### config.mk
export PLATFORM = sky130hd
export DESIGN_NAME = rrc_cell
export DESIGN_NICKNAME = d
export VERILOG_FILES = /design/src/hdl/rrc_pkg.sv /design/src/hdl/rrc_cell.sv
export SDC_FILE = /design/constraint.sdc
export NUM_CORES = 2
export LEC_CHECK = 0
export ABC_AREA = 1
export BUFFER_PORTS_ARGS = -buffer_cell sky130_fd_sc_hd__buf_2
export CAP_MARGIN = 20
export CORE_UTILIZATION = 27
export CTS_BUF_LIST = sky130_fd_sc_hd__clkbuf_2
export CTS_CLUSTER_DIAMETER = 200
export CTS_CLUSTER_SIZE = 12
export DETAILED_ROUTE_END_ITERATION = 8
export PLACE_DENSITY = 0.4
export SYNTH_ARGS = -nofsm -noshare
export SYNTH_HDL_FRONTEND = slang
export SYNTH_SLANG_ARGS = --single-unit
### constraint.sdc
create_clock -name clock -period 15.25 [get_ports clock]
set_input_delay 1.525 -clock clock [delete_from_list [all_inputs] [get_ports clock]]
set_output_delay 1.525 -clock clock [all_outputs]
set_load 0.02 [all_outputs]
### src/hdl/rrc_pkg.sv
// ----------------------------------------------------------------------------
// rrc_pkg: shared types, constants and helpers
// Payload words, the log2 cell word, the reference unit states and the
// leading-one and normalize helpers used on both the target and reference paths.
// ----------------------------------------------------------------------------
package rrc_pkg;

   localparam int CoordWidth = 16;
   localparam int AmpWidth   = 16;
   localparam int RefWidth   = 16;
   localparam int FracW      = 16;                   // log2 fraction bits
   localparam int MantFrac   = 30;                   // mantissa is Q1.30
   localparam int MantW      = MantFrac + 1;
   localparam int SumW       = 2 * CoordWidth;       // x^2 + y^2
   localparam int SqW        = 2 * CoordWidth - 1;
   localparam int ExpW       = $clog2(SumW);
   localparam int LogW       = ExpW + FracW;         // unsigned log2, Q16
   localparam int TlW        = LogW + 2;             // signed log2 difference
   localparam int KW         = 19;
   localparam int ProdW      = TlW + KW + 1;
   localparam int CntW       = $clog2(FracW + 1);
   localparam int PaddrW     = 2;

   localparam logic [KW-1:0]       LogK        = KW'(394566);   // 20*log10(2), Q16
   localparam int                  OriginLog   = -257659;       // 2*log2(0.256), Q16
   localparam logic [RefWidth-1:0] RefReset    = RefWidth'(256);
   localparam logic [LogW-1:0]     RefLogReset = LogW'(524288); // log2(256), Q16
   localparam logic [PaddrW-1:0]   RefAddr     = PaddrW'(0);

   typedef struct packed {
      logic signed [CoordWidth-1:0] pos_x;
      logic signed [CoordWidth-1:0] pos_y;
      logic signed [AmpWidth-1:0]   amplitude_in;
   } req_type;

   typedef struct packed {
      logic signed [AmpWidth-1:0] amplitude_out;
      logic                       saturated;
   } rsp_type;

   // word handed from cell to cell
   typedef struct packed {
      logic                       valid;
      logic                       origin;
      logic signed [AmpWidth-1:0] amp;
      logic [ExpW-1:0]            exp;
      logic [FracW-1:0]           frac;
      logic [MantW-1:0]           mant;
   } node_type;

   typedef enum logic {
      REF_IDLE,
      REF_RUN
   } ref_state_type;

   function automatic logic [ExpW-1:0] lead_one(input logic [SumW-1:0] v);
      logic [ExpW-1:0] n;
      n = '0;
      for (int i = 0; i < SumW; i++) begin
         if (v[i]) n = ExpW'(i);
      end
      return n;
   endfunction

   // v * 2^(30-n), truncated to Q1.30
   function automatic logic [MantW-1:0] mant_norm(input logic [SumW-1:0] v,
                                                  input logic [ExpW-1:0] n);
      logic [SumW+MantFrac-1:0] wide;
      wide = {v, {MantFrac{1'b0}}} >> n;
      return wide[MantW-1:0];
   endfunction

endpackage

### src/hdl/rrc_cell.sv
// ----------------------------------------------------------------------------
// rrc_cell: one log2 fraction step
// Squares the Q1.30 mantissa, emits one fraction bit and renormalizes;
// the word is registered and passed to the next cell.
// ----------------------------------------------------------------------------
module rrc_cell (
   input  logic              clock,
   input  logic              reset,
   input  rrc_pkg::node_type node_i,
   output rrc_pkg::node_type node_o
);
   import rrc_pkg::*;

   logic [2*MantW-1:0] sq;
   logic [MantW:0]     top;
   node_type           node_in;
   node_type           node_ff;

   always_comb begin
      sq      = node_i.mant * node_i.mant;
      top     = sq[2*MantW-1:MantFrac];
      node_in = node_i;
      node_in.frac = {node_i.frac[FracW-2:0], top[MantW]};
      node_in.mant = top[MantW] ? top[MantW:1] : top[MantW-1:0];
   end

   always_ff @(posedge clock) begin
      if (reset) node_ff <= '0;
      else       node_ff <= node_in;
   end

   assign node_o = node_ff;

endmodule

; ---- After elaboration in Yosys (flattened, before gate mapping)
; Index checks and enable logic that the tools add are counted.
[word_totals]
in_bits = 72
ff_bits = 70
out_inout_bits = 70
wordCells = 8
[classes]
n_mul = 1
muxes = 1
[ops]
columns = operator, count
row1 = $mul 31x31->62, 1
row2 = $mux 31, 1

; ---- Logic depth before layout (Yosys ltp)
[depth]
depth_word = 2
depth_mapped = 35
mapped_depth_nobuf = 32

; ---- Least setup slack after synthesis
; Ideal clock, no wire load.
[synth_timing]
path_type = input to register
from = input node_i[25] (netlist bit)
to = register node_ff (netlist bit node_o[26])
path_stages = 31
path_slack_ns = 7.272
required_time_ns = 15.136
setup_time_ns = 0.114
n_path_buf = 3
t_arrival_ns = 7.864
cell_sequence = clkbuf_1 > clkbuf_1 > nand2_1 > fa_1 > fa_1 > inv_1 > fa_1 > inv_1 > fa_1 > inv_1 > fa_1 > fa_1 > fa_1 > inv_1 > fa_1 > inv_1 > ha_1 > nand2_1 > nor2_4 > inv_2 > nor3_4 > nand2_2 > nor2_2 > nand2_2 > nand2_2 > nand2_2 > nand2_4 > buf_6 > nand2_1 > nand2_1 > nor2_2
[synth_between]
elab_chain_len = 2
[synth_rtl]
columns = element, line_no
row1 = start: declaration, rrc_cell.sv:9  ; input rrc_pkg::node_type node_i,
row2 = $mul 31x31->62, rrc_cell.sv:20  ; sq = node_i.mant * node_i.mant;
row3 = $mux 31, rrc_cell.sv:24  ; node_in.mant = top[MantW] ? top[MantW:1] : top[MantW-1:0];
row4 = end signal: assignment, rrc_cell.sv:29  ; else node_ff <= node_in;
row5 = end: declaration, rrc_cell.sv:17  ; node_type node_ff;
; Every way passes these cells.
; A chain may end at the register's enable or synchronous reset.

; ---- Worst setup path after layout
[layout_timing]
from = input node_i[17] (netlist bit)
to = register node_ff (netlist bit node_o[18])
; Same word-level chain as after synthesis.

==> summary.md <==
| Metric | Value |
|---|---|
| Status | `complete, no violations` |
| Crit path kind | `in2reg` |
| Worst Setup Slack post-DPL | `just over 6000 ps` |
| Largest net degree at the start of global routing | `between 40 and 50` |
| Hold Path Sink | `node_o[39]` |
| Post-Syn Area per Cell | `7.71 um2` |
| CP bufs+invs | `4` |
| Register area | `roughly 1400 um2` |
| Die Height | `~340 um` |
| Max Cap Viol | `0` |
| Number of global-route vias before repair | `25,400` |
| CTS sink count | `70` |
| WP data required | `15,610 ps` |
| Die Wd | `between 300 and 400 um` |
| Routed len/inst | `between 10 and 15 um` |
| First-pass GRT wire length | `roughly 140,000 um` |
| Worst-path fanout max | `33` |
| H-tree levels | `3` |
| Tot GR Track Use | `14.9%` |
| Grt ovf | `0` |
| Worst path slowest cell | `buf_2` |
| Antenna cells | `0` |
| Routed wire length | `around 84,000 um` |
| Core Area | `approximately 120,000 um2` |
| DRT iter0 DRCs | `836` |
| TritonCTS clock tree | `yes` |
| Setup-failing EPs final | `0` |
| Worst-Margin Slew | `between 1000 and 1500 ps` |
| WP data arrival | `between 8000 and 9000 ps` |
| Slew Limit Headroom | `30.8%` |
| Final hold slack | `1220 ps` |
| #FFs+latches synth | `70` |
| Hold path depth | `3` |
| Share of layout cells above drive strength 1 | `just under 5%` |
| Row count | `roughly 130` |
| CTS Buf Count | `9` |
| IO Port Bufs | `140` |
| Post-Syn Area | `between 30,000 and 40,000 um2` |
| Fin crit period | `approximately 8500 ps` |
| DR vias/cell | `just over 4` |
| DRT antenna net count | `0` |
| TNS Setup | `0 ps` |
| Die ar. | `around 120,000 um2` |
| Final Max Tran Viols | `0` |
| Max Root-Sink Buffers | `2` |
| Routed vias | `22,900` |
| Max Fclk | `118 MHz` |
| Worst path top cell family by delay | `adder cells` |
| Root buf cell | `clkbuf_2` |
| Nature of the critical path startpoint | `input pin` |
| Io pins | `between 100 and 150` |
| Synth cell types | `38` |
| Nets | `5,255` |
| Layout overhead on the synthesized area | `7.67%` |
| Fillers | `roughly 13,000` |
| Endpoints failing hold | `0` |
| RSZ-0062 raised after global routing | `no` |
| Drt first pass iters | `5` |
| Critical path's most frequent cell | `fa_1` |
| GP Congestion | `0.877` |
| Footprint of the multi-input gates | `24,600 um2` |
| Post-synthesis cell count | `roughly 4,000` |
| Placement Cell Area | `between 30,000 and 40,000 um2` |
| Net Count, Synth | `5,200` |
| Hold/Removal Path Class | `in2reg` |
| Initial core utilization | `27.2%` |
| Antenna violations before repair | `0` |
| Crit end category | `flip-flop` |
| Final instance area | `about 34,000 um2` |
| Sequential area share after synthesis | `4.42%` |
| Hold_buf cts | `0` |
| # DRC | `0` |
| Ys Warns | `0` |
| Tcrit/Tclk final | `a little under three fifths` |
| CTS-repair resized insts | `0` |
| Max reg flops | `70` |
| Register clock-pin slew on the reported worst setup and hold paths | `roughly 210 ps` |
| CP max stage delay | `approximately 740 ps` |
| Hold path start | `node_i[38]` |
| Dpl hpwl | `73,500 um` |
| Setup repair bufs after CTS | `0` |
| Final WS setup | `6750 ps` |
## synthesized netlist by cell type (all sizes together)
library cell	number	area share, %
nand4	16	0.32
a21oi	45	0.76
xor2	16	0.44
fa	747	47
dfxtp	70	4.4
buf	18	0.35
o21a	1	0.024
nor3	11	0.22
a21boi	1	0.024
a31oi	1	0.020
a31o	2	0.055
nand2	1098	13
nor4	4	0.079
xnor2	13	0.36
and3	5	0.099
and2	13	0.26
nand3b	4	0.095
ha	269	11
nor2	197	2.4
o21ai	10	0.16
or2	4	0.079
inv	1411	17
clkbuf	90	1.1
nand3	57	0.93
a21o	2	0.047
o21bai	7	0.17
## layout make-up
| cell class | instances | share of cell area [%] |
|---|---|---|
| multi-input combinational | 2523 | 71.9 |
| inverter | 1411 | 15.5 |
| tap | 1524 | 5.59 |
| sequential | 70 | 4.10 |
| timing repair buffer | 152 | 2.32 |
| clock inverter | 7 | 0.400 |
| clock buffer | 9 | 0.132 |
## per-stage QoR
step | instances | util [%]
detailed placement | 5680 | 29.2
finish | 5696 | 29.3
floorplan | 4112 | -
CTS | 5696 | 29.3
global placement | 5680 | 29.2
global route | 5696 | 29.3
## cell families (layout without fill, tap and decap cells)
| group | Yosys count | after routing | synth area share (%) |
|---|---|---|---|
| adder cells (fa/ha/maj) | 1016 | 1016 | 57.8 |
| XOR/XNOR | 29 | 29 | 0.801 |
| buffers and inverters | 1519 | 1579 | 18.1 |
| AND/OR/NAND/NOR | 1409 | 1409 | 17.6 |
| flip-flops | 70 | 70 | 4.42 |
| AO/OA/AOI/OAI | 69 | 69 | 1.25 |
## per-layer routing
metal / global-route usage [%] / share of wire [%] / vias to the layer above
met2: 26.9 / 51 / 200
met5: 0 / 0 / -
li1: - / - / 11400
met3: 0.588 / 1.4 / 44
met1: 20.1 / 46 / 11200
met4: 2.02 / 1.6 / 0
## how the worst max path moves through the flow
stage,start,endpoint,cells past startpoint
finish,node_i[17],node_o[18],26
global placement,node_i[17],node_o[15],26
detailed placement,node_i[17],node_o[15],26
CTS,node_i[17],node_o[18],26
floorplan,node_i[25],node_o[26],31
global route,node_i[17],node_o[21],27
## cells in the final DEF, fill, tap and decap left out, types with 4 or more instances in the layout
| cell type | n |
|---|---|
| o21bai_1 | 7 |
| nor3_1 | 9 |
| clkbuf_2 | 9 |
| and2_1 | 13 |
| buf_4 | 12 |
| a21oi_1 | 43 |
| nand3_1 | 55 |
| or2_2 | 4 |
| buf_2 | 140 |
| and3_1 | 5 |
| fa_1 | 747 |
| nor2_2 | 7 |
| inv_1 | 1407 |
| xnor2_1 | 13 |
| xor2_1 | 16 |
| dfxtp_1 | 70 |
| nand2_1 | 1085 |
| nor4_1 | 4 |
| nand3b_1 | 4 |
| nor2_1 | 188 |
| bufinv_16 | 4 |
| o21ai_0 | 10 |
| inv_2 | 4 |
| ha_1 | 269 |
| nand2_2 | 12 |
| nand4_1 | 16 |
Power is left out: the tool's default activity adds up to more than one toggle a clock period on the data nets, which glitch-free logic cannot reach.
