File: src/hdl/rrc_pkg.sv
// ----------------------------------------------------------------------------
// rrc_pkg: shared types, constants and helpers
// Payload words, the log2 cell word, the reference unit states and the
// leading-one and normalize helpers used on both the target and reference paths.
// ----------------------------------------------------------------------------
package rrc_pkg;

   localparam int CoordWidth = 16;
   localparam int AmpWidth   = 16;
   localparam int RefWidth   = 16;
   localparam int FracW      = 16;                   // log2 fraction bits
   localparam int MantFrac   = 30;                   // mantissa is Q1.30
   localparam int MantW      = MantFrac + 1;
   localparam int SumW       = 2 * CoordWidth;       // x^2 + y^2
   localparam int SqW        = 2 * CoordWidth - 1;
   localparam int ExpW       = $clog2(SumW);
   localparam int LogW       = ExpW + FracW;         // unsigned log2, Q16
   localparam int TlW        = LogW + 2;             // signed log2 difference
   localparam int KW         = 19;
   localparam int ProdW      = TlW + KW + 1;
   localparam int CntW       = $clog2(FracW + 1);
   localparam int PaddrW     = 2;

   localparam logic [KW-1:0]       LogK        = KW'(394566);   // 20*log10(2), Q16
   localparam int                  OriginLog   = -257659;       // 2*log2(0.256), Q16
   localparam logic [RefWidth-1:0] RefReset    = RefWidth'(256);
   localparam logic [LogW-1:0]     RefLogReset = LogW'(524288); // log2(256), Q16
   localparam logic [PaddrW-1:0]   RefAddr     = PaddrW'(0);

   typedef struct packed {
      logic signed [CoordWidth-1:0] pos_x;
      logic signed [CoordWidth-1:0] pos_y;
      logic signed [AmpWidth-1:0]   amplitude_in;
   } req_type;

   typedef struct packed {
      logic signed [AmpWidth-1:0] amplitude_out;
      logic                       saturated;
   } rsp_type;

   // word handed from cell to cell
   typedef struct packed {
      logic                       valid;
      logic                       origin;
      logic signed [AmpWidth-1:0] amp;
      logic [ExpW-1:0]            exp;
      logic [FracW-1:0]           frac;
      logic [MantW-1:0]           mant;
   } node_type;

   typedef enum logic {
      REF_IDLE,
      REF_RUN
   } ref_state_type;

   function automatic logic [ExpW-1:0] lead_one(input logic [SumW-1:0] v);
      logic [ExpW-1:0] n;
      n = '0;
      for (int i = 0; i < SumW; i++) begin
         if (v[i]) n = ExpW'(i);
      end
      return n;
   endfunction

   // v * 2^(30-n), truncated to Q1.30
   function automatic logic [MantW-1:0] mant_norm(input logic [SumW-1:0] v,
                                                  input logic [ExpW-1:0] n);
      logic [SumW+MantFrac-1:0] wide;
      wide = {v, {MantFrac{1'b0}}} >> n;
      return wide[MantW-1:0];
   endfunction

endpackage

File: src/hdl/rrc_back.sv
// ----------------------------------------------------------------------------
// rrc_back: dB scaling and saturation
// Forms the log2 difference, scales it by 20*log10(2), rounds to Q8.8 and
// subtracts it from the amplitude with saturation.
// ----------------------------------------------------------------------------
module rrc_back (
   input  logic                     clock,
   input  logic                     reset,
   input  rrc_pkg::node_type        node_i,
   input  logic [rrc_pkg::LogW-1:0] log_ref,
   output logic                     rsp_strobe,
   output rrc_pkg::rsp_type         rsp_data
);
   import rrc_pkg::*;

   localparam int TdbW = ProdW - 23;
   localparam int ResW = TdbW + 2;

   logic                       v1_ff, v2_ff, v3_ff, strobe_ff;
   logic signed [AmpWidth-1:0] amp1_ff, amp2_ff, amp3_ff;
   logic signed [TlW-1:0]      ls_w, ref2, tl_in, tl_ff;
   logic signed [ProdW-1:0]    prod_ff;
   logic [ProdW-1:0]           mag_in, mag_ff;
   logic                       neg_ff;
   logic [ProdW:0]             rnd;
   logic signed [ResW-1:0]     tdb, res;
   rsp_type                    rsp_in, rsp_ff;

   always_comb begin
      ls_w  = node_i.origin ? TlW'(OriginLog) : TlW'({node_i.exp, node_i.frac});
      ref2  = TlW'({log_ref, 1'b0});
      tl_in = ls_w - ref2;
      mag_in = prod_ff[ProdW-1] ? ProdW'(-prod_ff) : ProdW'(prod_ff);
      // round half away from zero on the magnitude
      rnd = {1'b0, mag_ff} + (ProdW+1)'(1 << 23);
      tdb = neg_ff ? -ResW'(rnd[ProdW:24]) : ResW'(rnd[ProdW:24]);
      res = ResW'(amp3_ff) - tdb;
      rsp_in.saturated = 1'b1;
      if (res > ResW'(32767))       rsp_in.amplitude_out = 16'sh7fff;
      else if (res < -ResW'(32768)) rsp_in.amplitude_out = 16'sh8000;
      else begin
         rsp_in.amplitude_out = AmpWidth'(res);
         rsp_in.saturated     = 1'b0;
      end
   end

   always_ff @(posedge clock) begin
      tl_ff   <= tl_in;
      amp1_ff <= node_i.amp;
      prod_ff <= tl_ff * $signed({1'b0, LogK});
      amp2_ff <= amp1_ff;
      mag_ff  <= mag_in;
      neg_ff  <= prod_ff[ProdW-1];
      amp3_ff <= amp2_ff;
      rsp_ff  <= rsp_in;
      if (reset) begin
         v1_ff     <= 1'b0;
         v2_ff     <= 1'b0;
         v3_ff     <= 1'b0;
         strobe_ff <= 1'b0;
      end else begin
         v1_ff     <= node_i.valid;
         v2_ff     <= v1_ff;
         v3_ff     <= v2_ff;
         strobe_ff <= v3_ff;
      end
   end

   assign rsp_strobe = strobe_ff;
   assign rsp_data   = rsp_ff;

endmodule

File: config.mk
export PLATFORM = sky130hd
export DESIGN_NAME = rrc_back
export DESIGN_NICKNAME = d
export VERILOG_FILES = /design/src/hdl/rrc_pkg.sv /design/src/hdl/rrc_back.sv
export SDC_FILE = /design/constraint.sdc
export NUM_CORES = 1
export LEC_CHECK = 0
export ABC_AREA = 1
export BUFFER_PORTS_ARGS = -buffer_cell sky130_fd_sc_hd__buf_2
export CAP_MARGIN = 20
export CORE_MARGIN = 2
export CORE_UTILIZATION = 30
export DETAILED_ROUTE_END_ITERATION = 8
export GPL_TIMING_DRIVEN = 0
export REMOVE_ABC_BUFFERS = 1
export SYNTH_ARGS = -nofsm -noshare
export SYNTH_HDL_FRONTEND = slang
export SYNTH_SLANG_ARGS = --single-unit
File: constraint.sdc
create_clock -name clock -period 13.6 [get_ports clock]
set_input_delay 0.68 -clock clock [delete_from_list [all_inputs] [get_ports clock]]
set_output_delay 0.68 -clock clock [all_outputs]
set_load 0.005 [all_outputs]
### Yosys cells after proc, flatten, opt, wreduce, memory -nomap -nowiden

Cells that the tools add are included.

| word-level totals | value |
|---|---|
| output and inout port bits | 18 |
| logic and storage cells | 28 |
| flip-flop bits (word level) | 178 |
| input bits | 93 |

| operators by class | value |
|---|---|
| multipliers | 1 |
| magnitude comparators | 2 |
| mux-type cells | 5 |
| add/subtract/negate cells | 5 |

Operator list:

| operator | count |
|---|---|
| adder 43 x 24 -> 44 bit, second input constant | 1 |
| negation 43 bit | 1 |
| multiplier 23 x 19 -> 42 bit, second input constant | 1 |
| 2-to-1 mux 42 bit | 1 |
| 2-to-1 mux 23 bit | 1 |
| subtractor 23 bit | 1 |
| greater-than comparator 22 x 16 -> 1 bit, second input constant | 1 |
| < comparator 22 x 16 -> 1 bit, second input constant | 1 |
| 2-to-1 mux 22 bit | 1 |
| negation 20 -> 22 bit | 1 |
| subtractor 16 x 22 -> 22 bit | 1 |
| 2-to-1 mux 16 bit | 1 |
| 2-to-1 mux 1 bit | 1 |

### Longest topological paths before layout

| logic depth | value |
|---|---|
| word-level depth | 6 |
| depth in mapped cells | 31 |
| depth with buffers taken out | 29 |

### Worst setup path after synthesis

OpenSTA, ideal clock, no wires.

| timing path | value |
|---|---|
| path kind | reg-to-reg |
| start point | register tl_ff[22] |
| end point | register prod_ff[41] |
| cell stages (with the launch flop) | 17 |
| setup time | 72 ps |
| period minus slack after synthesis | 5,298 ps |
| required time | 13,528 ps |
| path slack | 8,302 ps |
| arrival | 5,226 ps |
| path buffers | 0 |
| cell sequence | dfxtp_1 clkinv_1 fa_1 inv_1 ha_1 fa_1 fa_1 fa_1 ha_1 a21oi_1 inv_1 a31oi_1 o21ai_0 a21oi_1 nand2_1 a21oi_1 xor2_1 |

| on the way | value |
|---|---|
| word-level cells in the longest chain between the ends | 1 |

Ends and longest elaborated chain:

| element | RTL line | RTL |
|---|---|---|
| start, declared | rrc_back.sv:21 | `logic signed [TlW-1:0] ls_w, ref2, tl_in, tl_ff;` |
| start signal, assigned | rrc_back.sv:48 | `tl_ff <= tl_in;` |
| multiplier 23 x 19 -> 42 bit | rrc_back.sv:50 | `prod_ff <= tl_ff * $signed({1'b0, LogK});` |
| end signal, assigned | rrc_back.sv:50 |  |
| end, declared | rrc_back.sv:22 | `logic signed [ProdW-1:0] prod_ff;` |

Every way passes these cells.
A chain may end at the register's enable or synchronous reset.

### Worst setup path after layout

| timing path | value |
|---|---|
| start point | register tl_ff[22] |
| end point | register prod_ff[40] |

The elaborated chain is that of the path after synthesis.

==> summary.txt <==
Outcome
  – Status: finished clean

STA
  – Slew headroom: 42.3%
  – Fmax: 156 MHz
  – Hold Fails Final Rpt: 0
  – Fin crit share: 47.2%
  – Worst-margin pin slew: 0.866 ns
  – Min Hold Slack: 0.326 ns
  – Clk_skew: 0.0135 ns
  – Endpoints failing setup: 0
  – RSZ-0062 raised after global routing: no
  – Period minus WS final: 6.42 ns
  – Sum of negative setup slack: 0 ns
  – Slew Viols, Final: 0

Clock tree
  – CTS Root Cell: clkbuf_16
  – Post-CTS Setup Bufs: 0
  – Clock tree buffer depth: 2
  – H-tree lvl count: 4
  – # hold bufs at CTS: 0
  – CTS tree: built
  – Clk Latency, worst-skew pair: 0.46 ns
  – CTS clock-pin slew for the worst setup and hold paths: 0.08 ns
  – CTS Buf Count: 17
  – CTS sink cnt: 155
  – CTS resizes: 0

Logic synthesis
  – Most numerous cell in the Yosys netlist: inv_1
  – Synth Register Bits: 155
  – Post-synth top area cell: dfxtp_1
  – Ys async rst share: 0%
  – Synthesized area: 14700 um2
  – Most used DFF post-synth: dfxtp_1
  – Top-area cell type share of the netlist area: 21.1%
  – Top post-synthesis cells by area: dfxtp_1 (21%), ha_1 (20%), fa_1 (14%), inv_1 (10%), nand2_1 (8.3%)
  – Most instantiated cells after synthesis: inv_1 (406), nand2_1 (326), ha_1 (232), nor2_1 (163), dfxtp_1 (155)
  – Syn_area_per_cell: 7.78 um2
  – Post-synthesis instance total: 1892
  – Synth cell types: 43
  – Ys Warns: 0
  – Register area share after synthesis: 21.1%
  – Post-synth EDFFs: 0

Route
  – WL/cell: 13.4 um
  – # DRC: 0
  – 1st-iter DRT viols: 612
  – DR pass1 iterations: 5
  – Final WL: 35000 um
  – Via density: 4.48
  – Post-DRT Antenna Nets: 0
  – Vias: 11.7k

Critical path
  – Worst EP arrival: 6.80 ns
  – Critical path capture point type: flip-flop
  – Setup CP Type: flip-flop to flip-flop
  – Type of origin of the critical path: flip-flop
  – CP max FO: 32
  – Worst EP required: 13.98 ns

Global route
  – GRT Overall Usage: 14.3%
  – Vias in the first global route: 12.1k
  – Initial antenna violation count: 0
  – GRT overflow: 0
  – Largest net degree at the start of global routing: 33
  – First-pass GRT wire length: 57300 um

Floorplanning
  – DIE AREA: 50800 um2
  – DIE WIDTH: 225 um
  – Total core area: 48600 um2
  – Initial Utilization: 30.2%
  – Die Ht: 225 um
  – I/O pin count: 111
  – Rows: 81

Placed design
  – Final HPWL DP: 30300 um
  – Number of port buffers: 79
  – Placer Congestion: 0.927

Layout
  – Diode count: 0
  – Share of cells above drive strength 1: 7.42%
  – Area growth, synth to finish: 11.9%
  – Fin nets: 2409

Job
  – Max Cap Viol: 0

Hold path
  – Hold Crit Class: input port to flip-flop
-- flip-flops by register name (all words and copies together) (netlist names) --
name	flops
amp1_ff	16
v2_ff	1
amp3_ff	16
prod_ff	42
rsp_data	17
rsp_strobe	1
amp2_ff	16
mag_ff	20
v3_ff	1
v1_ff	1
tl_ff	23
neg_ff	1
-- routing by layer --
metal / global-route usage (%) / up-vias / part of all wire (%)
li1: - / 6125 / -
met1: 15.8 / 5304 / 42
met2: 26.8 / 230 / 51
met3: 2.22 / 73 / 2.9
met4: 6.49 / 0 / 3.8
met5: 0 / - / 0
-- worst paths after layout --
check / from / to / slack, ns / cells past startpoint
max: tl_ff[22] / prod_ff[40] / 7.18 / 15
min: node_i[58] / amp1_ff[6] / 0.33 / 1
max reg2reg: tl_ff[22] / prod_ff[40] / 7.18 / 15
min reg2reg: amp1_ff[5] / amp2_ff[5] / 0.33 / 0
-- cells by family after synthesis --
kind of cell               count (synthesis)  share of synthesized area (%)
buffers and inverters                    417                           10.7
and+or+nand+nor                          652                           19.1
DFF                                      155                           21.1
AOI/OAI and AO/OA                        207                           7.92
xor gates and xnor gates                 127                           7.56
adders and majority gates                334                           33.6
-- per-stage QoR --
stage | cells | instance area (um2) | setup WS, ns | util (%)
after global routing | 2617 | 16500 | 6.67 | 33.8
after CTS | 2617 | 16500 | 7.17 | 33.8
final | 2617 | 16500 | 7.18 | 33.8
after global placement | 2585 | 15800 | 6.36 | 32.6
after detailed placement | 2585 | 15800 | 7.23 | 32.6
after floorplan | 1884 | 14700 | 7.96 | -
-- layout by cell type, fill, tap and decap left out, types with 2 or more instances in the layout --
cell / instances
nand3_1: 72
o211ai_1: 3
inv_1: 406
nand4_1: 24
a21oi_1: 86
nor2_1: 163
nor2_4: 4
a31oi_1: 13
nand2_1: 326
o221ai_1: 3
a21boi_0: 3
o21ai_1: 4
nand3_2: 2
a211oi_1: 2
inv_6: 3
dfxtp_1: 154
clkbuf_16: 17
xnor2_1: 39
nand2_2: 8
fa_1: 102
nor2_2: 7
o21ai_0: 62
o31ai_1: 3
xor2_1: 88
ha_1: 232
a21o_1: 11
nand3b_1: 4
buf_2: 79
nand2_4: 4
or2_2: 9
clkinv_8: 6
nor3_1: 14
nor4_1: 11
inv_8: 3
clkinv_1: 2
o21bai_1: 14
-- layout make-up --
class,instances,area (um2)
clock inverters,15,190
well taps,622,778
repair buffers,79,395
inverters,409,1540
multi-input cells,1320,10000
fillers,5154,32200
flip-flops and latches,155,3100
clock buffers,17,425
-- worst max-delay path: stages (launching register included) --
cell and delay [ns]:
dfxtp_2 0.90, clkinv_1 0.67, fa_1 0.71, inv_1 0.05, ha_1 0.30, fa_1 0.49
fa_1 0.52, fa_1 0.49, ha_1 0.42, nand2_1 0.15, nor2_1 0.15, nand2_1 0.11
nor4_1 0.62, o21ai_0 0.36, nand3_1 0.22, xor2_1 0.16
Power is not shown: default switching activity piles up to over one toggle a cycle in this logic, so the estimate is an artifact.
