--- src/hdl/rrc_pkg.sv ---
// ----------------------------------------------------------------------------
// rrc_pkg: shared types, constants and helpers
// Payload words, the log2 cell word, the reference unit states and the
// leading-one and normalize helpers used on both the target and reference paths.
// ----------------------------------------------------------------------------
package rrc_pkg;

   localparam int CoordWidth = 16;
   localparam int AmpWidth   = 16;
   localparam int RefWidth   = 16;
   localparam int FracW      = 16;                   // log2 fraction bits
   localparam int MantFrac   = 30;                   // mantissa is Q1.30
   localparam int MantW      = MantFrac + 1;
   localparam int SumW       = 2 * CoordWidth;       // x^2 + y^2
   localparam int SqW        = 2 * CoordWidth - 1;
   localparam int ExpW       = $clog2(SumW);
   localparam int LogW       = ExpW + FracW;         // unsigned log2, Q16
   localparam int TlW        = LogW + 2;             // signed log2 difference
   localparam int KW         = 19;
   localparam int ProdW      = TlW + KW + 1;
   localparam int CntW       = $clog2(FracW + 1);
   localparam int PaddrW     = 2;

   localparam logic [KW-1:0]       LogK        = KW'(394566);   // 20*log10(2), Q16
   localparam int                  OriginLog   = -257659;       // 2*log2(0.256), Q16
   localparam logic [RefWidth-1:0] RefReset    = RefWidth'(256);
   localparam logic [LogW-1:0]     RefLogReset = LogW'(524288); // log2(256), Q16
   localparam logic [PaddrW-1:0]   RefAddr     = PaddrW'(0);

   typedef struct packed {
      logic signed [CoordWidth-1:0] pos_x;
      logic signed [CoordWidth-1:0] pos_y;
      logic signed [AmpWidth-1:0]   amplitude_in;
   } req_type;

   typedef struct packed {
      logic signed [AmpWidth-1:0] amplitude_out;
      logic                       saturated;
   } rsp_type;

   // word handed from cell to cell
   typedef struct packed {
      logic                       valid;
      logic                       origin;
      logic signed [AmpWidth-1:0] amp;
      logic [ExpW-1:0]            exp;
      logic [FracW-1:0]           frac;
      logic [MantW-1:0]           mant;
   } node_type;

   typedef enum logic {
      REF_IDLE,
      REF_RUN
   } ref_state_type;

   function automatic logic [ExpW-1:0] lead_one(input logic [SumW-1:0] v);
      logic [ExpW-1:0] n;
      n = '0;
      for (int i = 0; i < SumW; i++) begin
         if (v[i]) n = ExpW'(i);
      end
      return n;
   endfunction

   // v * 2^(30-n), truncated to Q1.30
   function automatic logic [MantW-1:0] mant_norm(input logic [SumW-1:0] v,
                                                  input logic [ExpW-1:0] n);
      logic [SumW+MantFrac-1:0] wide;
      wide = {v, {MantFrac{1'b0}}} >> n;
      return wide[MantW-1:0];
   endfunction

endpackage

--- src/hdl/rrc_cell.sv ---
// ----------------------------------------------------------------------------
// rrc_cell: one log2 fraction step
// Squares the Q1.30 mantissa, emits one fraction bit and renormalizes;
// the word is registered and passed to the next cell.
// ----------------------------------------------------------------------------
module rrc_cell (
   input  logic              clock,
   input  logic              reset,
   input  rrc_pkg::node_type node_i,
   output rrc_pkg::node_type node_o
);
   import rrc_pkg::*;

   logic [2*MantW-1:0] sq;
   logic [MantW:0]     top;
   node_type           node_in;
   node_type           node_ff;

   always_comb begin
      sq      = node_i.mant * node_i.mant;
      top     = sq[2*MantW-1:MantFrac];
      node_in = node_i;
      node_in.frac = {node_i.frac[FracW-2:0], top[MantW]};
      node_in.mant = top[MantW] ? top[MantW:1] : top[MantW-1:0];
   end

   always_ff @(posedge clock) begin
      if (reset) node_ff <= '0;
      else       node_ff <= node_in;
   end

   assign node_o = node_ff;

endmodule

--- src/hdl/rrc_ref.sv ---
// ----------------------------------------------------------------------------
// rrc_ref: reference distance register and its log2
// Holds ref_distance and, after each write, runs its log2 through one
// shared cell for the fraction steps.
// ----------------------------------------------------------------------------
module rrc_ref (
   input  logic                       clock,
   input  logic                       reset,
   input  logic                       psel,
   input  logic                       penable,
   input  logic                       pwrite,
   input  logic [rrc_pkg::PaddrW-1:0] paddr,
   input  logic [31:0]                pwdata,
   output logic [31:0]                prdata,
   output logic                       busy,
   output logic [rrc_pkg::LogW-1:0]   log_ref
);
   import rrc_pkg::*;

   ref_state_type       state_ff, state_in;
   logic [RefWidth-1:0] ref_ff;
   logic [RefWidth-1:0] ref_eff;
   logic [CntW-1:0]     cnt_ff;
   logic [LogW-1:0]     log_ref_ff;
   logic                wr;
   logic                done;
   logic [ExpW-1:0]     init_exp;
   node_type            init_node;
   node_type            feed;
   node_type            step;

   assign wr = psel && penable && pwrite;

   rrc_cell u_cell (
      .clock  (clock),
      .reset  (reset),
      .node_i (feed),
      .node_o (step)
   );

   // next state
   always_comb begin
      state_in = state_ff;
      unique case (state_ff)
         REF_IDLE: if (wr) state_in = REF_RUN;
         REF_RUN:  if (done && !wr) state_in = REF_IDLE;
         default:  state_in = REF_IDLE;
      endcase
   end

   // outputs
   always_comb begin
      ref_eff        = (ref_ff == '0) ? RefWidth'(1) : ref_ff;
      init_exp       = lead_one(SumW'(ref_eff));
      init_node      = '0;
      init_node.exp  = init_exp;
      init_node.mant = mant_norm(SumW'(ref_eff), init_exp);
      done           = 1'b0;
      feed           = step;
      unique case (state_ff)
         REF_IDLE: feed = init_node;
         REF_RUN: begin
            if (cnt_ff == '0) feed = init_node;
            done = (cnt_ff == CntW'(FracW));
         end
         default: feed = init_node;
      endcase
   end

   always_ff @(posedge clock) begin
      if (reset) begin
         state_ff   <= REF_IDLE;
         ref_ff     <= RefReset;
         log_ref_ff <= RefLogReset;
         cnt_ff     <= '0;
      end else begin
         state_ff <= state_in;
         if (wr) ref_ff <= pwdata[RefWidth-1:0];
         // a new write restarts the steps on the new value
         if (state_ff == REF_RUN && !wr) cnt_ff <= cnt_ff + CntW'(1);
         else                            cnt_ff <= '0;
         if (done) log_ref_ff <= {step.exp, step.frac};
      end
   end

   assign prdata  = (paddr == RefAddr) ? {{(32-RefWidth){1'b0}}, ref_ff} : '0;
   assign busy    = (state_ff == REF_RUN) || wr;
   assign log_ref = log_ref_ff;

endmodule

--- config.mk ---
export PLATFORM = sky130hd
export DESIGN_NAME = rrc_ref
export DESIGN_NICKNAME = d
export VERILOG_FILES = /design/src/hdl/rrc_pkg.sv /design/src/hdl/rrc_cell.sv /design/src/hdl/rrc_ref.sv
export SDC_FILE = /design/constraint.sdc
export NUM_CORES = 2
export LEC_CHECK = 0
export BUFFER_PORTS_ARGS = -buffer_cell sky130_fd_sc_hd__buf_4
export CAP_MARGIN = 10
export CORE_MARGIN = 3
export CORE_UTILIZATION = 35
export DETAILED_ROUTE_END_ITERATION = 10
export GPL_ROUTABILITY_DRIVEN = 1
export PLACE_DENSITY_LB_ADDON = 0.12
export SETUP_SLACK_MARGIN = 0.2
export SYNTH_ARGS = -nofsm -noshare
export SYNTH_HDL_FRONTEND = slang
export SYNTH_SLANG_ARGS = --single-unit
--- constraint.sdc ---
create_clock -name clock -period 24.3 [get_ports clock]
set_input_delay 2.43 -clock clock [delete_from_list [all_inputs] [get_ports clock]]
set_output_delay 2.43 -clock clock [all_outputs]
set_load 0.02 [all_outputs]
Word level (Yosys, flattened, before mapping)
Index checks and enable logic that the tools add are counted.

word-level totals
  output and inout bits = 54
  word-level logic and storage cells = 48
  flip-flop bits (word level) = 95

cells by class
  multiply operators = 1
  bitwise logic cells = 2
  add/sub/neg operators = 1
  muxes and demuxes = 24
  equality and inequality tests = 2
  reductions and logical operators = 10
  shift operators = 1

operators by type and width
  operator               count
  $pmux W52 S2           1
  $mux W5                14
  $mul A31 B31 Y62       1
  $mux W52               1
  $shr A46 B5 Y31        1
  $mux W16               2
  $mux W31               1
  $logic_not A16 Y1      1
  $add A5 B1 Y5 const B  1
  $eq A5 B5 Y1 const B   1
  $logic_not A5 Y1       1
  $logic_and A1 B1 Y1    4
  $mux W1                4
  $logic_not A2 Y1       1
  $ne A2 B1 Y1 const B   1
  $not A1 Y1             2
  $pmux W1 S2            1
  $reduce_or A2 Y1       1
  $logic_not A1 Y1       1
  $logic_or A1 B1 Y1     1

Depth between registers and ports, before layout
  depth after elaboration = 22
  gate-level depth with buffers = 43
  gate-level depth less buffers = 37

Cells and area by module
A second synthesis with hierarchy kept.

unflattened totals
  cells, all modules = 3523
  area, all modules = 32062.0 um2

by module, submodules not included
  module    instances  area each (um2)  seq. area each (um2)  cells an instance
  rrc_cell  1          28959.0          1401.3                3083
  rrc_ref   1          3103.0           860.8                 440

Worst setup path before layout
Ideal clock, no wire load.

  path kind = reg-to-reg
  start point = reg ref_ff[9]
  end point = reg u_cell.node_ff (netlist bit u_cell.node_o[10])
  data required time = 24.172 ns
  buffers on the path = 6
  data arrival time = 9.585 ns
  cell stages (with the launch flop) = 39
  slack = 14.587 ns
  clock period less this slack = 9.713 ns
  cell sequence = dfxtp_1 -> buf_6 -> or3_1 -> o211a_1 -> nor2_1 -> buf_2 -> mux2i_1 -> a21oi_1 -> a22o_1 -> inv_1 -> clkbuf_1 -> buf_1 -> nor2_1 -> fa_1 -> inv_1 -> fa_1 -> inv_1 -> fa_1 -> [3 not listed] -> fa_1 -> inv_1 -> fa_1 -> inv_1 -> ha_1 -> buf_2 -> a21o_1 -> a21oi_1 -> nor2b_1 -> or3_1 -> or3_1 -> a31oi_2 -> o31ai_4 -> a311oi_2 -> xnor2_2 -> buf_6 -> mux2i_1 -> nor2_1

on the way
  word-level cells in the longest chain between the ends = 22

ends and longest elaborated chain
  element                 RTL line        text
  start, declared         rrc_ref.sv:21   logic [RefWidth-1:0] ref_ff;
  start signal, assigned  rrc_ref.sv:73   ref_ff <= RefReset;
  start signal, assigned  rrc_ref.sv:78   if (wr) ref_ff <= pwdata[RefWidth-1:0];
  $logic_not A16 Y1       rrc_ref.sv:53   ref_eff = (ref_ff == '0) ? RefWidth'(1) : ref_ff;
  $mux W16 *              rrc_ref.sv:53
  $mux W1                 rrc_pkg.sv:60   if (v[i]) n = ExpW'(i);
  $mux W5 (14 in series)  rrc_pkg.sv:60
  $shr A46 B5 Y31 *       rrc_pkg.sv:69   wide = {v, {MantFrac{1'b0}}} >> n;
  $mux W52                rrc_ref.sv:63   if (cnt_ff == '0) feed = init_node;
  $pmux W52 S2 *          rrc_ref.sv:60   unique case (state_ff)
  $mul A31 B31 Y62 *      rrc_cell.sv:20  sq = node_i.mant * node_i.mant;
  $mux W31 *              rrc_cell.sv:24  node_in.mant = top[MantW] ? top[MantW:1] : top[MantW-1:0];
  end signal, assigned    rrc_cell.sv:29  else node_ff <= node_in;
  end, declared           rrc_cell.sv:17  node_type node_ff;

Every way passes the cells marked *; elsewhere a longest branch is shown, timed or not. The select of a mux whose other input is x is not followed.
A chain may end at the register's enable or synchronous reset.

Worst setup path in the final report
  start point = reg ref_ff[5]
  end point = reg u_cell.node_ff (netlist bit u_cell.node_o[14])

Same word-level chain as after synthesis.

==> results.md <==
- Post-synth EDFFs: 0
- Syn-to-layout area delta: 6.586%
- Area of the multi-input gates: 25240 sq um
- CTS H-tree depth: 3
- Worst hold path class: reg2reg
- Dpl hpwl: 78.93 mm
- Min Clock Period, post-route: around 12 ns
- GPL Wtd Cong: between 0.8 and 0.9
- CP arrival: around 12 ns
- Top cell type's share of synthesized area: 48.00%
- Worst r2r dst: u_cell.node_o[14]$_SDFF_PP0_
- Fill count: 9122
- Dpl ws: ~12 ns
- Nets@finish: 4483
- Global route total overflow: 0
- Pre-antenna DRT Iters: 5
- CP endpoint kind: flip-flop
- Clock transition at path regs: 0.07 ns
- Largest net degree at the start of global routing: 123
- FF-to-FF Start: ref_ff[5]$_SDFFE_PP0P_
- Total Wirelength: 97.78 mm
- Initial drt markers: 1306
- Die height: 304.6 um
- CP max-delay cell: clkinv_1
- Slew HR: 21.52%
- CP endpoint: u_cell.node_o[14]$_SDFF_PP0_
- R2r worst-path depth: 32
- Max-cap violations: 0
- Skew final: 0.008704 ns
- Input/output buffers: 59
- # Post-CTS Setup Buffers: 0
- Die Area: 92750 sq um
- Synth Instances: 3447
- Worst Max-Slew Pin Slew: between 1 and 1.5 ns
- Flops & latches, synth: 93
- Setup ws final: around 12 ns
- Slew Limit Fails: 0
- Final Cycle Share: 50.16%
- Syn avg cell area: between 9 and 10 sq um
- GRT Overall Usage: 21.66%
- Core area: 87560 sq um
- Yosys cell types: 84
- Final setup fails: 0
- Status: complete, no violations
- First-pass GRT wire length: between 150 and 200 mm
- Static leakage: 18.22 nW
- Prevailing post-synth register cell: dfxtp_1
- Max incr delay on CP: 0.82 ns
- WS Path Type: reg2reg
- DR WL/cell: between 20 and 25 um
- Antenna-violating nets left: 0
- Clk_lat worst skew: roughly 0.36 ns
- Hold_sp: u_cell.node_o[46]$_SDFF_PP0_
- Yosys warnings: 0
- Count leader, synth: inv_1
- Area leader, netlist: fa_1
- Cell Rows: 108
- RSZ-0062 raised after global routing: false
- Mapped Area: slightly above 30000 sq um
- Die width: 304.6 um
- # IOs: 93
- DR vias/cell: 4.833
- Worst Path Required: 24.53 ns
- CTS Hold Bufs: 0
- CTS tree: built
- Clk root buf: clkbuf_16
- Top post-synthesis cells by count: inv_1 (939), fa_1 (748), nand2_1 (285)
- Via count: 22200
- Resize count post-CTS: 0
- Num CTS Buffers: 9
- Antenna violations before repair: 4
- Remaining DRCs: 0
- Initial Util: 35.63%
- Worst Path Max Fanout: 32
- Fmax: slightly above 80 MHz
- Register area share after synthesis: under 10%
- Register-to-Register Setup Slack: 12.11 ns
- Dominant cells by area after synthesis: fa_1 (48%), inv_1 (11%), ha_1 (11%)
- CP Launch Type: flip-flop
- Post-synthesis async set-or-reset flop share: 0%
- Ant diodes: 0
- P per Cell Area: between 20 and 30 nW/um^2
- Worst IR drop on VDD: roughly 0.000034 V
- Setup TNS: 0 ns
- Bufs on Longest Clock Path: 2
- Sinks on Clock Net: 93
- Crit. Startpoint: ref_ff[5]$_SDFFE_PP0P_
- Vias in the first global route: 24610
- Reg area: 1862 sq um
- Share of cells above drive strength 1: 5.031%
- Final hold vios: 0
- Top cell by count, worst path: fa_1
==> sequential cells by signal, indices dropped and copies added, names as in the netlist <==
signal / cells
u_cell.node_o: 51
cnt_ff: 5
log_ref: 20
state_ff: 1
ref_ff: 16
==> layer usage <==
metal | share of wire, % | GRT usage, % | vias to the layer above
met5 | 0 | 0 | -
met4 | 1.2 | 2.779 | 0
met3 | 3.6 | 1.632 | 57
met2 | 49 | 37.46 | 373
met1 | 46 | 30.58 | 11500
li1 | - | - | 10270
==> through the flow <==
stage / cells / util (%) / cell area, sq um / hold WS, ns / power [mW]
after floorplan: 3463 / - / 31260 / 0.4174 / 0.5228
after global placement: 4578 / 37.58 / 32910 / 0.4381 / 0.6986
after detailed placement: 4578 / 37.58 / 32910 / 0.4392 / 0.6959
after CTS: 4594 / 37.97 / 33250 / 0.4516 / 0.8635
after global routing: 4594 / 37.97 / 33250 / 0.4731 / 0.9301
final: 4594 / 37.97 / 33250 / 0.4483 / 0.8515
==> cells by family after synthesis <==
| group | count (synthesis) | synth area share [%] |
|---|---|---|
| buffers and inverters | 1091 | 13.51 |
| XOR/XNOR | 51 | 1.560 |
| AND/OR/NAND/NOR | 858 | 12.53 |
| multiplexers | 45 | 1.516 |
| other | 1 | 0.01202 |
| AO/OA/AOI/OAI | 298 | 6.401 |
| adder cells (fa/ha/maj) | 1010 | 58.51 |
| flip-flops | 93 | 5.968 |
==> placed cells by master, fill, tap and decap left out, drive strengths merged, types with 6 or more instances in the layout <==
cell and count:
a211oi 14, a21o 29, a21oi 112, a31oi 6, and2 43, and3 68, buf 107, clkbuf 9
clkinv 7, conb 17, dfxtp 93, fa 748, ha 262, inv 942, mux2i 42, nand2 285
nand2b 18, nand3 92, nand4 17, nor2 269, nor2b 10, nor3 21, o211ai 12, o21a 9
o21ai 48, o21bai 9, or2 12, or3 9, xnor2 32, xor2 18
==> worst min-delay path by stage <==
stage | endpoint | cells past startpoint
CTS | log_ref[10]$_SDFFE_PP0P_ | 2
global placement | log_ref[8]$_SDFFE_PP0P_ | 2
global route | log_ref[3]$_SDFFE_PP0P_ | 2
floorplan | log_ref[15]$_SDFFE_PP0P_ | 2
finish | log_ref[15]$_SDFFE_PP0P_ | 2
detailed placement | u_cell.node_o[42]$_SDFF_PP0_ | 1
==> cell type report <==
| cell class | instances | area share, % |
|---|---|---|
| clock buffers | 9 | 0.6773 |
| clock inverters | 7 | 0.3500 |
| inverters | 944 | 10.66 |
| multi-input cells | 2279 | 75.92 |
| flip-flops and latches | 93 | 5.599 |
| well taps | 1155 | 4.346 |
| repair buffers | 107 | 2.453 |
==> worst max-delay path, delay by kind of cell, from the launching register on <==
kind,cells,cell delay (ns)
muxes,1,0.27
adders and majority gates,9,4.43
and+or+nand+nor,6,1.69
xor gates and xnor gates,1,0.16
DFF,1,0.55
buffers and inverters,7,2.02
AOI/OAI and AO/OA,8,2.87
==> power by group <==
group | switching [mW] | internal (mW)
Clock | 0.0689 | 0.0931
Sequential | 0.0440 | 0.165
Combinational | 0.300 | 0.181
Total | 0.413 | 0.438
Note: power is estimated with default switching activity, not from simulation.
